[config.mk]
export PLATFORM = sky130hd
export DESIGN_NAME = stop_and_wait_parity_sender_core
export DESIGN_NICKNAME = d
export VERILOG_FILES = /design/src/sv/swps_pkg.sv /design/src/sv/swps_front.sv /design/src/sv/swps_queue.sv /design/src/sv/swps_back.sv /design/src/sv/stop_and_wait_parity_sender_core.sv
export SDC_FILE = /design/constraint.sdc
export NUM_CORES = 1
export LEC_CHECK = 0
export BUFFER_PORTS_ARGS = -buffer_cell sky130_fd_sc_hd__buf_2
export CAP_MARGIN = 5
export CORE_UTILIZATION = 57
export CTS_BUF_LIST = sky130_fd_sc_hd__clkbuf_4
export DETAILED_ROUTE_END_ITERATION = 8
export PLACE_DENSITY = 0.79
export SYNTH_ARGS = -nofsm -noshare
export SYNTH_HDL_FRONTEND = slang
export SYNTH_HIERARCHICAL = 1
export SYNTH_SLANG_ARGS = --single-unit
[constraint.sdc]
create_clock -name clk -period 4.8 [get_ports clk]
set_input_delay 0.24 -clock clk [delete_from_list [all_inputs] [get_ports clk]]
set_output_delay 0.24 -clock clk [all_outputs]
set_load 0.03 [all_outputs]
[src/sv/swps_pkg.sv]
`timescale 1ns / 1ps

package swps_pkg;

    // input item kinds
    localparam logic [1:0] K_CHAR  = 2'd0;
    localparam logic [1:0] K_CLOSE = 2'd1;
    localparam logic [1:0] K_RESP  = 2'd2;
    localparam logic [1:0] K_TICK  = 2'd3;

    // result unit kinds
    localparam logic [1:0] UK_SEQ  = 2'd0;
    localparam logic [1:0] UK_DATA = 2'd1;
    localparam logic [1:0] UK_PAR  = 2'd2;
    localparam logic [1:0] UK_STAT = 2'd3;

    // status codes
    localparam logic [1:0] ST_NONE      = 2'd0;
    localparam logic [1:0] ST_DELIVERED = 2'd1;
    localparam logic [1:0] ST_FINISHED  = 2'd2;
    localparam logic [1:0] ST_ABORTED   = 2'd3;

    localparam logic [7:0] RESP_ACK = 8'd1;

    // configuration register indexes
    localparam int         CFG_IDX_W       = 1;
    localparam int         CFG_DATA_W      = 16;
    localparam logic [0:0] REG_RETRY_LIMIT = 1'b0;
    localparam logic [0:0] REG_TIMEOUT     = 1'b1;

    localparam logic [3:0]  RETRY_LIMIT_RST = 4'd3;
    localparam logic [15:0] TIMEOUT_RST     = 16'd2000;

    // frame layout: sequence, 8 data bits, parity
    localparam int         UNIT_IDX_W = 4;
    localparam logic [3:0] UNIT_LAST  = 4'd9;

    typedef enum logic [3:0] {
        PH_IDLE  = 4'b0001,
        PH_WAIT  = 4'b0010,
        PH_DONE  = 4'b0100,
        PH_ABORT = 4'b1000
    } phase_t;

    typedef struct packed {
        logic       is_frame;
        logic [7:0] seq;
        logic [7:0] data;
        logic [1:0] code;
    } cmd_t;

endpackage

[src/sv/swps_front.sv]
`timescale 1ns / 1ps

module swps_front import swps_pkg::*; #(
    parameter int TIMER_WIDTH = 16
) (
    input  logic                 clk,
    input  logic                 rst_n,
    input  logic                 in_valid,
    output logic                 in_stall,
    input  logic [1:0]           kind,
    input  logic [7:0]           data_byte,
    input  logic                 cfg_wr_en,
    input  logic [CFG_IDX_W-1:0] cfg_index,
    input  logic [CFG_DATA_W-1:0] cfg_data,
    input  logic                 q_full,
    output logic                 q_push,
    output cmd_t                 q_cmd
);

    localparam int CW = (TIMER_WIDTH > 16) ? TIMER_WIDTH : 16;
    localparam logic [TIMER_WIDTH-1:0] TMAX = {TIMER_WIDTH{1'b1}};

    logic [3:0]             retry_limit_reg;
    logic [15:0]            timeout_reg;
    phase_t                 phase_reg, phase_next;
    logic [7:0]             seq_reg, seq_next;
    logic [7:0]             held_reg, held_next;
    logic                   closing_reg, closing_next;
    logic [3:0]             retries_reg, retries_next;
    logic [TIMER_WIDTH-1:0] wt_reg, wt_next;

    logic                   accept;
    logic                   do_retry;
    logic [TIMER_WIDTH-1:0] wt_inc;
    logic [15:0]            limit;
    logic                   timed_out;

    assign in_stall = q_full;
    assign accept   = in_valid && !q_full;

    assign wt_inc    = (wt_reg != TMAX) ? wt_reg + 1'b1 : wt_reg;
    assign limit     = (timeout_reg == 16'd0) ? 16'd1 : timeout_reg;
    assign timed_out = (CW'(wt_inc) >= CW'(limit)) || (wt_inc == TMAX);

    always_ff @(posedge clk or negedge rst_n)
    begin
        if (!rst_n)
        begin
            retry_limit_reg <= RETRY_LIMIT_RST;
            timeout_reg     <= TIMEOUT_RST;
        end
        else if (cfg_wr_en)
        begin
            case (cfg_index)
                REG_RETRY_LIMIT: retry_limit_reg <= cfg_data[3:0];
                REG_TIMEOUT:     timeout_reg     <= cfg_data[15:0];
                default: ;
            endcase
        end
    end

    always_comb
    begin
        phase_next   = phase_reg;
        seq_next     = seq_reg;
        held_next    = held_reg;
        closing_next = closing_reg;
        retries_next = retries_reg;
        wt_next      = wt_reg;
        do_retry     = 1'b0;
        q_push       = 1'b0;
        q_cmd        = '0;
        if (accept)
        begin
            case (phase_reg)
                PH_IDLE:
                begin
                    if (kind == K_CHAR || kind == K_CLOSE)
                    begin
                        closing_next   = (kind == K_CLOSE);
                        held_next      = (kind == K_CLOSE) ? 8'd0 : data_byte;
                        retries_next   = 4'd0;
                        wt_next        = '0;
                        phase_next     = PH_WAIT;
                        q_push         = 1'b1;
                        q_cmd.is_frame = 1'b1;
                        q_cmd.seq      = seq_reg;
                        q_cmd.data     = held_next;
                    end
                end
                PH_WAIT:
                begin
                    if (kind == K_RESP)
                    begin
                        if (data_byte == RESP_ACK)
                        begin
                            wt_next = '0;
                            q_push  = 1'b1;
                            if (closing_reg)
                            begin
                                phase_next = PH_DONE;
                                q_cmd.code = ST_FINISHED;
                            end
                            else
                            begin
                                seq_next   = seq_reg + 8'd1;
                                phase_next = PH_IDLE;
                                q_cmd.code = ST_DELIVERED;
                            end
                        end
                        else
                        begin
                            do_retry = 1'b1;
                        end
                    end
                    else if (kind == K_TICK)
                    begin
                        wt_next  = wt_inc;
                        do_retry = timed_out;
                    end
                end
                default: ;
            endcase
            if (do_retry)
            begin
                wt_next = '0;
                q_push  = 1'b1;
                if (retries_reg < retry_limit_reg)
                begin
                    retries_next   = retries_reg + 4'd1;
                    q_cmd.is_frame = 1'b1;
                    q_cmd.seq      = seq_reg;
                    q_cmd.data     = held_reg;
                end
                else
                begin
                    phase_next = PH_ABORT;
                    q_cmd.code = ST_ABORTED;
                end
            end
        end
    end

    always_ff @(posedge clk or negedge rst_n)
    begin
        if (!rst_n)
        begin
            phase_reg   <= PH_IDLE;
            seq_reg     <= 8'd0;
            held_reg    <= 8'd0;
            closing_reg <= 1'b0;
            retries_reg <= 4'd0;
            wt_reg      <= '0;
        end
        else
        begin
            phase_reg   <= phase_next;
            seq_reg     <= seq_next;
            held_reg    <= held_next;
            closing_reg <= closing_next;
            retries_reg <= retries_next;
            wt_reg      <= wt_next;
        end
    end

    // retries never run past the limit in force
    a_retry_bound: assert property (@(posedge clk) disable iff (!rst_n)
        q_push && q_cmd.is_frame && phase_reg == PH_WAIT |=> retries_reg <= retry_limit_reg)
        else $error("retry count past limit");

    // every frame issue restarts the response timer
    a_timer_restart: assert property (@(posedge clk) disable iff (!rst_n)
        q_push && q_cmd.is_frame |=> wt_reg == '0 && phase_reg == PH_WAIT)
        else $error("timer not restarted after frame");

    // terminal phases stay put
    a_terminal: assert property (@(posedge clk) disable iff (!rst_n)
        phase_reg == PH_DONE || phase_reg == PH_ABORT |=> $stable(phase_reg))
        else $error("left terminal phase");

endmodule

[src/sv/swps_queue.sv]
`timescale 1ns / 1ps

module swps_queue import swps_pkg::*; (
    input  logic clk,
    input  logic rst_n,
    input  logic push,
    input  cmd_t push_cmd,
    output logic full,
    input  logic pop,
    output logic head_valid,
    output cmd_t head_cmd
);

    cmd_t       mem [2];
    logic       wr_ptr_reg, rd_ptr_reg;
    logic [1:0] count_reg;

    assign full       = (count_reg == 2'd2);
    assign head_valid = (count_reg != 2'd0);
    assign head_cmd   = mem[rd_ptr_reg];

    always_ff @(posedge clk)
    begin
        if (push)
        begin
            mem[wr_ptr_reg] <= push_cmd;
        end
    end

    always_ff @(posedge clk or negedge rst_n)
    begin
        if (!rst_n)
        begin
            wr_ptr_reg <= 1'b0;
            rd_ptr_reg <= 1'b0;
            count_reg  <= 2'd0;
        end
        else
        begin
            if (push)
            begin
                wr_ptr_reg <= !wr_ptr_reg;
            end
            if (pop)
            begin
                rd_ptr_reg <= !rd_ptr_reg;
            end
            count_reg <= count_reg + {1'b0, push} - {1'b0, pop};
        end
    end

    a_no_overflow: assert property (@(posedge clk) disable iff (!rst_n)
        !(push && full))
        else $error("queue overflow");

    a_no_underflow: assert property (@(posedge clk) disable iff (!rst_n)
        !(pop && !head_valid))
        else $error("queue underflow");

endmodule

[src/sv/swps_back.sv]
`timescale 1ns / 1ps

module swps_back import swps_pkg::*; (
    input  logic       clk,
    input  logic       rst_n,
    input  logic       head_valid,
    input  cmd_t       head_cmd,
    output logic       pop,
    output logic       out_valid,
    input  logic       out_stall,
    output logic [7:0] unit_value,
    output logic [1:0] unit_kind,
    output logic [1:0] status_code,
    output logic       last
);

    logic [UNIT_IDX_W-1:0] idx_reg;
    logic                  valid_reg;
    logic [7:0]            value_reg;
    logic [1:0]            kind_reg;
    logic [1:0]            status_reg;
    logic                  last_reg;

    logic                  load;
    logic [7:0]            u_value;
    logic [1:0]            u_kind;
    logic [1:0]            u_status;
    logic                  u_last;
    logic [7:0]            shifted;

    assign load    = (!valid_reg || !out_stall) && head_valid;
    assign shifted = head_cmd.data << 3'(idx_reg - 4'd1);

    always_comb
    begin
        u_value  = 8'd0;
        u_kind   = UK_STAT;
        u_status = ST_NONE;
        u_last   = 1'b1;
        if (!head_cmd.is_frame)
        begin
            u_value  = {6'd0, head_cmd.code};
            u_status = head_cmd.code;
        end
        else if (idx_reg == 4'd0)
        begin
            u_value = head_cmd.seq;
            u_kind  = UK_SEQ;
            u_last  = 1'b0;
        end
        else if (idx_reg == UNIT_LAST)
        begin
            u_value = {7'd0, ^head_cmd.data};
            u_kind  = UK_PAR;
        end
        else
        begin
            u_value = {7'd0, shifted[7]};
            u_kind  = UK_DATA;
            u_last  = 1'b0;
        end
    end

    assign pop = load && u_last;

    always_ff @(posedge clk or negedge rst_n)
    begin
        if (!rst_n)
        begin
            valid_reg <= 1'b0;
            idx_reg   <= '0;
        end
        else if (load)
        begin
            valid_reg <= 1'b1;
            idx_reg   <= u_last ? '0 : idx_reg + 4'd1;
        end
        else if (!out_stall)
        begin
            valid_reg <= 1'b0;
        end
    end

    always_ff @(posedge clk)
    begin
        if (load)
        begin
            value_reg  <= u_value;
            kind_reg   <= u_kind;
            status_reg <= u_status;
            last_reg   <= u_last;
        end
    end

    assign out_valid   = valid_reg;
    assign unit_value  = value_reg;
    assign unit_kind   = kind_reg;
    assign status_code = status_reg;
    assign last        = last_reg;

    a_idx_range: assert property (@(posedge clk) disable iff (!rst_n)
        idx_reg <= UNIT_LAST)
        else $error("unit index out of range");

    a_last_kind: assert property (@(posedge clk) disable iff (!rst_n)
        out_valid && last |-> unit_kind == UK_PAR || unit_kind == UK_STAT)
        else $error("word marked last is not a frame end or status");

    a_status_kind: assert property (@(posedge clk) disable iff (!rst_n)
        out_valid && status_code != ST_NONE |-> unit_kind == UK_STAT)
        else $error("status code on a frame word");

endmodule

[src/sv/stop_and_wait_parity_sender_core.sv]
`timescale 1ns / 1ps

// Stop-and-wait sender with parity-protected serial frames.
// Input channel (in_valid/in_stall, kind, data_byte): kind 0 sends a character,
// 1 sends the closing frame, 2 delivers a response byte (1 = ACK), 3 is a tick.
// Output channel (out_valid/out_stall): one word per cycle while not stalled.
// A frame is ten words: sequence byte, eight data bits MSB first, odd-ones
// parity (last=1). A status word (delivered, finished, aborted) is a single
// word with last=1. The front section updates protocol state and accepts a
// word every cycle while its two-entry command queue has room; in_stall is
// the queue full flag. The back section serializes commands: a frame occupies
// it for its ten words, a status word for one. An accepted command passes
// through the queue entry and the output register before its first word appears.
// Output stall freezes the output register; the queue then fills and the
// input stalls. Reset clears state to idle, sequence 0, retry_limit 3,
// timeout_ticks 2000. Finished and aborted are held until reset.
// Config writes (cfg_wr_en, cfg_index, cfg_data) take effect next cycle.

module stop_and_wait_parity_sender_core import swps_pkg::*; #(
    parameter int TIMER_WIDTH = 16
) (
    input  logic                  clk,
    input  logic                  rst_n,
    input  logic                  in_valid,
    output logic                  in_stall,
    input  logic [1:0]            kind,
    input  logic [7:0]            data_byte,
    output logic                  out_valid,
    input  logic                  out_stall,
    output logic [7:0]            unit_value,
    output logic [1:0]            unit_kind,
    output logic [1:0]            status_code,
    output logic                  last,
    input  logic                  cfg_wr_en,
    input  logic [CFG_IDX_W-1:0]  cfg_index,
    input  logic [CFG_DATA_W-1:0] cfg_data
);

    logic q_full;
    logic q_push;
    cmd_t q_cmd;
    logic q_pop;
    logic head_valid;
    cmd_t head_cmd;

    swps_front #(
        .TIMER_WIDTH (TIMER_WIDTH)
    ) u_front (
        .clk       (clk),
        .rst_n     (rst_n),
        .in_valid  (in_valid),
        .in_stall  (in_stall),
        .kind      (kind),
        .data_byte (data_byte),
        .cfg_wr_en (cfg_wr_en),
        .cfg_index (cfg_index),
        .cfg_data  (cfg_data),
        .q_full    (q_full),
        .q_push    (q_push),
        .q_cmd     (q_cmd)
    );

    swps_queue u_queue (
        .clk        (clk),
        .rst_n      (rst_n),
        .push       (q_push),
        .push_cmd   (q_cmd),
        .full       (q_full),
        .pop        (q_pop),
        .head_valid (head_valid),
        .head_cmd   (head_cmd)
    );

    swps_back u_back (
        .clk         (clk),
        .rst_n       (rst_n),
        .head_valid  (head_valid),
        .head_cmd    (head_cmd),
        .pop         (q_pop),
        .out_valid   (out_valid),
        .out_stall   (out_stall),
        .unit_value  (unit_value),
        .unit_kind   (unit_kind),
        .status_code (status_code),
        .last        (last)
    );

endmodule

# After elaboration in Yosys (flattened, before gate mapping)
# Memory sizes are Yosys's and may differ from the RTL's.
# Cells that the tools add are included.
# op_classes
n_mux,54
bitwise,2
shifts,1
eq_ne,14
add_sub_neg,7
magnitude_cmp,2
n_reduce_logical,22
# op_table
op,n
$mux W16,7
$mux W17,3
$mux W4,10
$mux W19,2
$pmux W16 S2,1
$mux W1,18
$add A16 B1 Y16 const B,1
$eq A16 B16 Y1 const B,1
$ge A16 B16 Y1,1
$logic_not A16 Y1,1
$mux W2,8
$mux W8,2
$ne A16 B16 Y1 const B,1
$reduce_and A5 Y1,2
$add A4 B1 Y4 const B,2
$add A8 B1 Y8 const B,1
$eq A8 B1 Y1 const B,1
$pmux W4 S2,1
$reduce_xor A8 Y1,1
$shl A8 B3 Y8,1
$eq A2 B2 Y1 const B,3
$logic_not A1 Y1,5
$eq A4 B1 Y1 const B,1
$eq A4 B2 Y1 const B,1
other kinds (21),27
# word_totals
memories,1
register_bits,83
output_inout_bits,15
ramBits,38
inputBits,32
# mem_list
memory,depth,width,read_ports,rd_ports_with_merged_regs,write_ports,line_no,text
u_queue.mem,2,19,1,0,1,swps_queue.sv:14,cmd_t mem [2];

# Depth between registers and ports, before layout
# logic_depth
word_depth,12
ltp_mapped,18
mapped_depth_nobuf,16

# By module
# The synthesis kept the hierarchy.
# modules_own_cells
mod,area_per_inst_um2,n_inst,cells_per_inst
swps_front,3961.3,1,407
swps_queue,1647.8,1,74
swps_back,922.1,1,73

# Least setup slack after synthesis
# No wires, ideal clock.
# synth_path
path_type,reg2reg
from,register u_front.wt_reg[0]
to,"memory u_queue/mem[0][0] (netlist bit), enable pin"
required_ps,4403
setup_slack_ps,224
stages_incl_launch_ff,18
period_less_slack_ps,4576
path_buffers,2
arrival_time_ps,4179
setup_time_ps,397
cell_sequence,dfrtp_1 -> ha_1 -> clkbuf_1 -> and3_1 -> nand2_1 -> o21ai_0 -> nor2_1 -> xnor2_1 -> ha_1 -> nand4_1 -> a2111oi_0 -> o21ai_0 -> a41o_1 -> o31ai_4 -> buf_6 -> inv_1 -> a31oi_1 -> nor2b_1
# synth_between
elab_chain_len,12
elab_cells_between_ends,14
classes_between,add/sub: 1; order compare: 1; eq/ne: 2; mux: 9; reduce/logical: 1
# synth_rtl
element,line_no,text
"start, declared",swps_front.sv:30,"logic [TIMER_WIDTH-1:0] wt_reg, wt_next;"
"start signal, assigned",swps_front.sv:162,wt_reg <= wt_next;
$add A16 B1 Y16 or $ne A16 B16 Y1 (tied branches),swps_front.sv:41,assign wt_inc = (wt_reg != TMAX) ? wt_reg + 1'b1 : wt_reg;
$mux W16 (*),swps_front.sv:41,
$ge A16 B16 Y1 or $eq A16 B16 Y1 (tied branches),swps_front.sv:43,assign timed_out = (CW'(wt_inc) >= CW'(limit)) || (wt_inc == TMAX);
$logic_or A1 B1 Y1 (*),swps_front.sv:43,
$mux W1 (*),swps_front.sv:116,else if (kind == K_TICK)
$mux W1 (*),swps_front.sv:93,if (kind == K_RESP)
$mux W1 (*),swps_front.sv:75,case (phase_reg)
$mux W1 (*),swps_front.sv:73,if (accept)
$mux W1 (*),swps_front.sv:124,if (do_retry)
$mux W1 (*),swps_front.sv:73,
via q_push,stop_and_wait_parity_sender_core.sv:40,logic q_push;
$mux W1 (*),swps_queue.sv:24,if (push)
$mux W1 (not written as such) (*),swps_queue.sv:26,mem[wr_ptr_reg] <= push_cmd;
"end, declared",swps_queue.sv:14,
# The timed path passes the listed nets; every way through them passes the cells marked *. The select of a mux whose other input is x is not followed.

# Worst setup path after layout
# layout_path
from,register u_front.wt_reg[0]
to,"memory u_queue/mem[0][3] (netlist bit), enable pin"
# The elaborated chain is that of the path after synthesis.

==> key figures <==
Clock tree
  – Max Buffers Root-to-Sink: 2
  – Clock Pin Slew Worst Setup and Hold Paths: ~110 ps
  – CTS root buf: clkbuf_4
  – Worst-Skew Late Latency: around 540 ps
  – Setup bufs post-CTS: 0
  – # clock sinks: 121
  – CTS tree: yes
  – CTS buffer count: 17
  – Clock H-tree levels: 4

Power
  – Sw Share: 0.305
  – Sequential power share: 0.503
  – Total power: 2600 uW
  – Leak Pwr: 0.00328 uW
  – Sw power: just under 800 uW
  – Peak VDD IR: around 0.30 mV
  – Combinational power share: 0.205
  – PwrDens: between 300 and 400 mW/mm^2
  – Clk pwr share: 0.293
  – P_int: approximately 1800 uW

Logic synthesis
  – Synth top cells by count: dfrtp_1, nand2_1, edfxtp_1
  – Mean post-synth cell area: about 12 sq um
  – Cell count after synthesis: approximately 550
  – Syn nets: about 610
  – Sequential area share after synthesis: 0.504
  – Synth area leader: edfxtp_1
  – Post-synth EDFFs: 51
  – Prevailing post-synth register cell: dfrtp_1
  – YS warnings: 6
  – Yosys top cell area share: 0.234
  – Asr flop ratio synth: 0.579
  – Post-synthesis register bit count: ~120
  – Unique masters post-synth: 74
  – Ranking of synthesized cells by area: edfxtp_1, dfrtp_1, ha_1, mux2_4, dfstp_2
  – Synthesized cell area: about 0.0065 sq mm

Placed design
  – RePlAce Congestion: between 0.9 and 1
  – Placed cell areas: around 0.0068 sq mm
  – Cells after DPL: 724
  – Post-DP HPWL: between 9000 and 10,000 um
  – Port Buffers: between 40 and 50

STA
  – Total negative slack: 0 ps
  – Final Hold Vio Count: 0
  – Unrepaired setup endpoints after global routing: no
  – Finish-stage setup viols: 0
  – Rel. slew slack: 0.242
  – Worst slew pin tran: between 1000 and 1500 ps
  – Final Skew: 17.8 ps
  – Final Cycle Share: 0.922
  – Maximum operating frequency: roughly 0.23 GHz
  – Fin crit period: between 4000 and 5000 ps
  – Final Max Tran Viols: 0

Critical path
  – CP Class: reg2reg
  – Critical path startpoint: u_front/wt_reg[0]$_DFFE_PN0P_
  – Worst EP required: between 5000 and 6000 ps
  – Crit path to: u_queue/mem[0][3]$_DFFE_PP_
  – Register-to-Register Path Depth: 15
  – Reg2reg start: u_front/wt_reg[0]$_DFFE_PN0P_
  – Crit Path Max Fanout: 19
  – Critical path launch point type: flop
  – Worst Path Arrival: 4650 ps
  – CP Capture Type: flop
  – Reg-to-reg slack, setup: around 370 ps
  – Critical R2R Capture: u_queue/mem[0][3]$_DFFE_PP_

Floorplan
  – Row count: 38
  – Chip width: 109 um
  – Core footprint: between 0.01 and 0.015 sq mm
  – I/O pin count: 47
  – Starting Density: 0.595
  – Vert. Die Dim: 109 um
  – Die area: between 0.01 and 0.015 sq mm

Layout
  – P&R area growth vs syn: 13.9%
  – Multi-input gate area: ~0.003 sq mm
  – Register area: between 0.003 and 0.004 sq mm
  – Final-stage net count: 690
  – Max reg flops: 38
  – Non-filler cells, final: 784
  – Filler cells: 827
  – Cell area after layout: approximately 0.0074 sq mm
  – Antenna cells: 0
  – Share of cells above drive strength 1: 0.238

Detailed routing
  – Routed len/inst: 17.1 um
  – DR vias: 4,574
  – Vias per inst: 5.83
  – DRC: 0
  – Final ANT Viol Nets: 0
  – DRT iter0 DRCs: between 200 and 300
  – Final wirelength: around 13,000 um
  – Drt first pass iters: 5

GRT
  – Grt total ovfl: 0
  – Largest net degree at the start of global routing: a little over 70
  – First-pass GRT wire length: between 20,000 and 25,000 um
  – Number of global-route vias before repair: ~4,600
  – Total track usage: 0.247
  – Initial antenna violation count: 0

Job
  – Max Cap Viol: 0

Worst hold path
  – Worst Hold Class: in2reg

Status
  – Outcome: finished, final reports clean
[cells by family after synthesis]
logic type | synth area share
AND/OR/NAND/NOR | 0.152
flip-flops | 0.504
AO/OA/AOI/OAI | 0.126
buffers and inverters | 0.0385
multiplexers | 0.0908
adder cells (fa/ha/maj) | 0.0517
XOR/XNOR | 0.0372
[worst min-delay path by stage]
stage,startpoint,endpoint,slack [ps],cells past startpoint
after global routing,cfg_wr_en,u_front/retry_limit_reg[1]$_DFFE_PN1P_,160,4
after global placement,u_front/held_reg[2]$_DFFE_PN0P_,u_front/held_reg[2]$_DFFE_PN0P_,470,2
after detailed placement,cfg_data[3],u_front/retry_limit_reg[3]$_DFFE_PN0P_,470,3
after CTS,cfg_wr_en,u_front/retry_limit_reg[1]$_DFFE_PN1P_,110,4
final,cfg_wr_en,u_front/retry_limit_reg[1]$_DFFE_PN1P_,160,4
after floorplan,rst_n,u_back/idx_reg[0]$_DFFE_PN0P_,-60,0
[timing repair]
action / in CTS / in global routing
hold buffers: 28 / 0
gates resized for setup: 0 / 2
setup endpoints to repair: 0 / 38
hold endpoints to repair: 91 / 0
[placed cells by master (no fill, tap or decap), types with 4 or more instances in the layout]
cell type,count
a21oi_1,10
a22o_1,23
and3_1,16
buf_2,46
buf_4,5
clkbuf_4,20
clkinvlp_4,4
dfrtp_1,61
dfstp_2,9
dlygate4sd3_1,28
edfxtp_1,51
ha_1,26
inv_1,33
mux2_2,20
mux2_4,19
nand2_1,61
nand2b_1,9
nand3_1,14
nand4_1,10
nor2_1,11
nor2b_1,8
nor3_1,7
nor4_1,5
o211a_1,8
o211ai_1,4
o21a_1,5
o21ai_0,24
o21ai_1,4
xnor2_1,21
xor2_1,4
[critical path, stage by stage (launching register included)]
cell       delay (ps)
dfrtp_1           490
ha_2              360
nand4_2           260
o31ai_1           510
inv_1              90
ha_1              290
o21a_1            110
nor2_1             40
a2111oi_0         390
o21ai_0           160
a41o_1            300
o31ai_4           150
inv_1              90
a31oi_1           360
nor2b_1           210
buf_4             290
[final cells by class]
cell class	instances	area share
flip-flops and latches	121	0.443
clock inverters	12	0.0202
multi-input cells	379	0.403
repair buffers	79	0.0737
well taps	140	0.0236
inverters	33	0.0167
clock buffers	20	0.0202
[power groups by stage]
stage               sequential (uW)  combinational, uW  clock, uW
global route                   1330                581        835
finish                         1310                532        762
floorplan                      1380                321          0
global placement               1330                493          0
CTS                            1310                533        782
detailed placement             1330                514          0
[metrics by stage]
| step | hold WS, ps | utilization | worst slack, ps |
|---|---|---|---|
| finish | 157 | 0.677 | 373 |
| detailed placement | 473 | 0.623 | 328 |
| floorplan | -55.6 | - | 224 |
| global placement | 468 | 0.623 | 534 |
| global route | 157 | 0.677 | 58.6 |
| CTS | 108 | 0.676 | 256 |
[routing by layer]
metal | track usage | vias up | share of wire
met1 | 0.294 | 2202 | 0.43
li1 | - | 2215 | -
met3 | 0.0646 | 28 | 0.036
met5 | 0 | - | 0
met2 | 0.425 | 129 | 0.51
met4 | 0.100 | 0 | 0.024
Power figures use the tool's default switching activity.
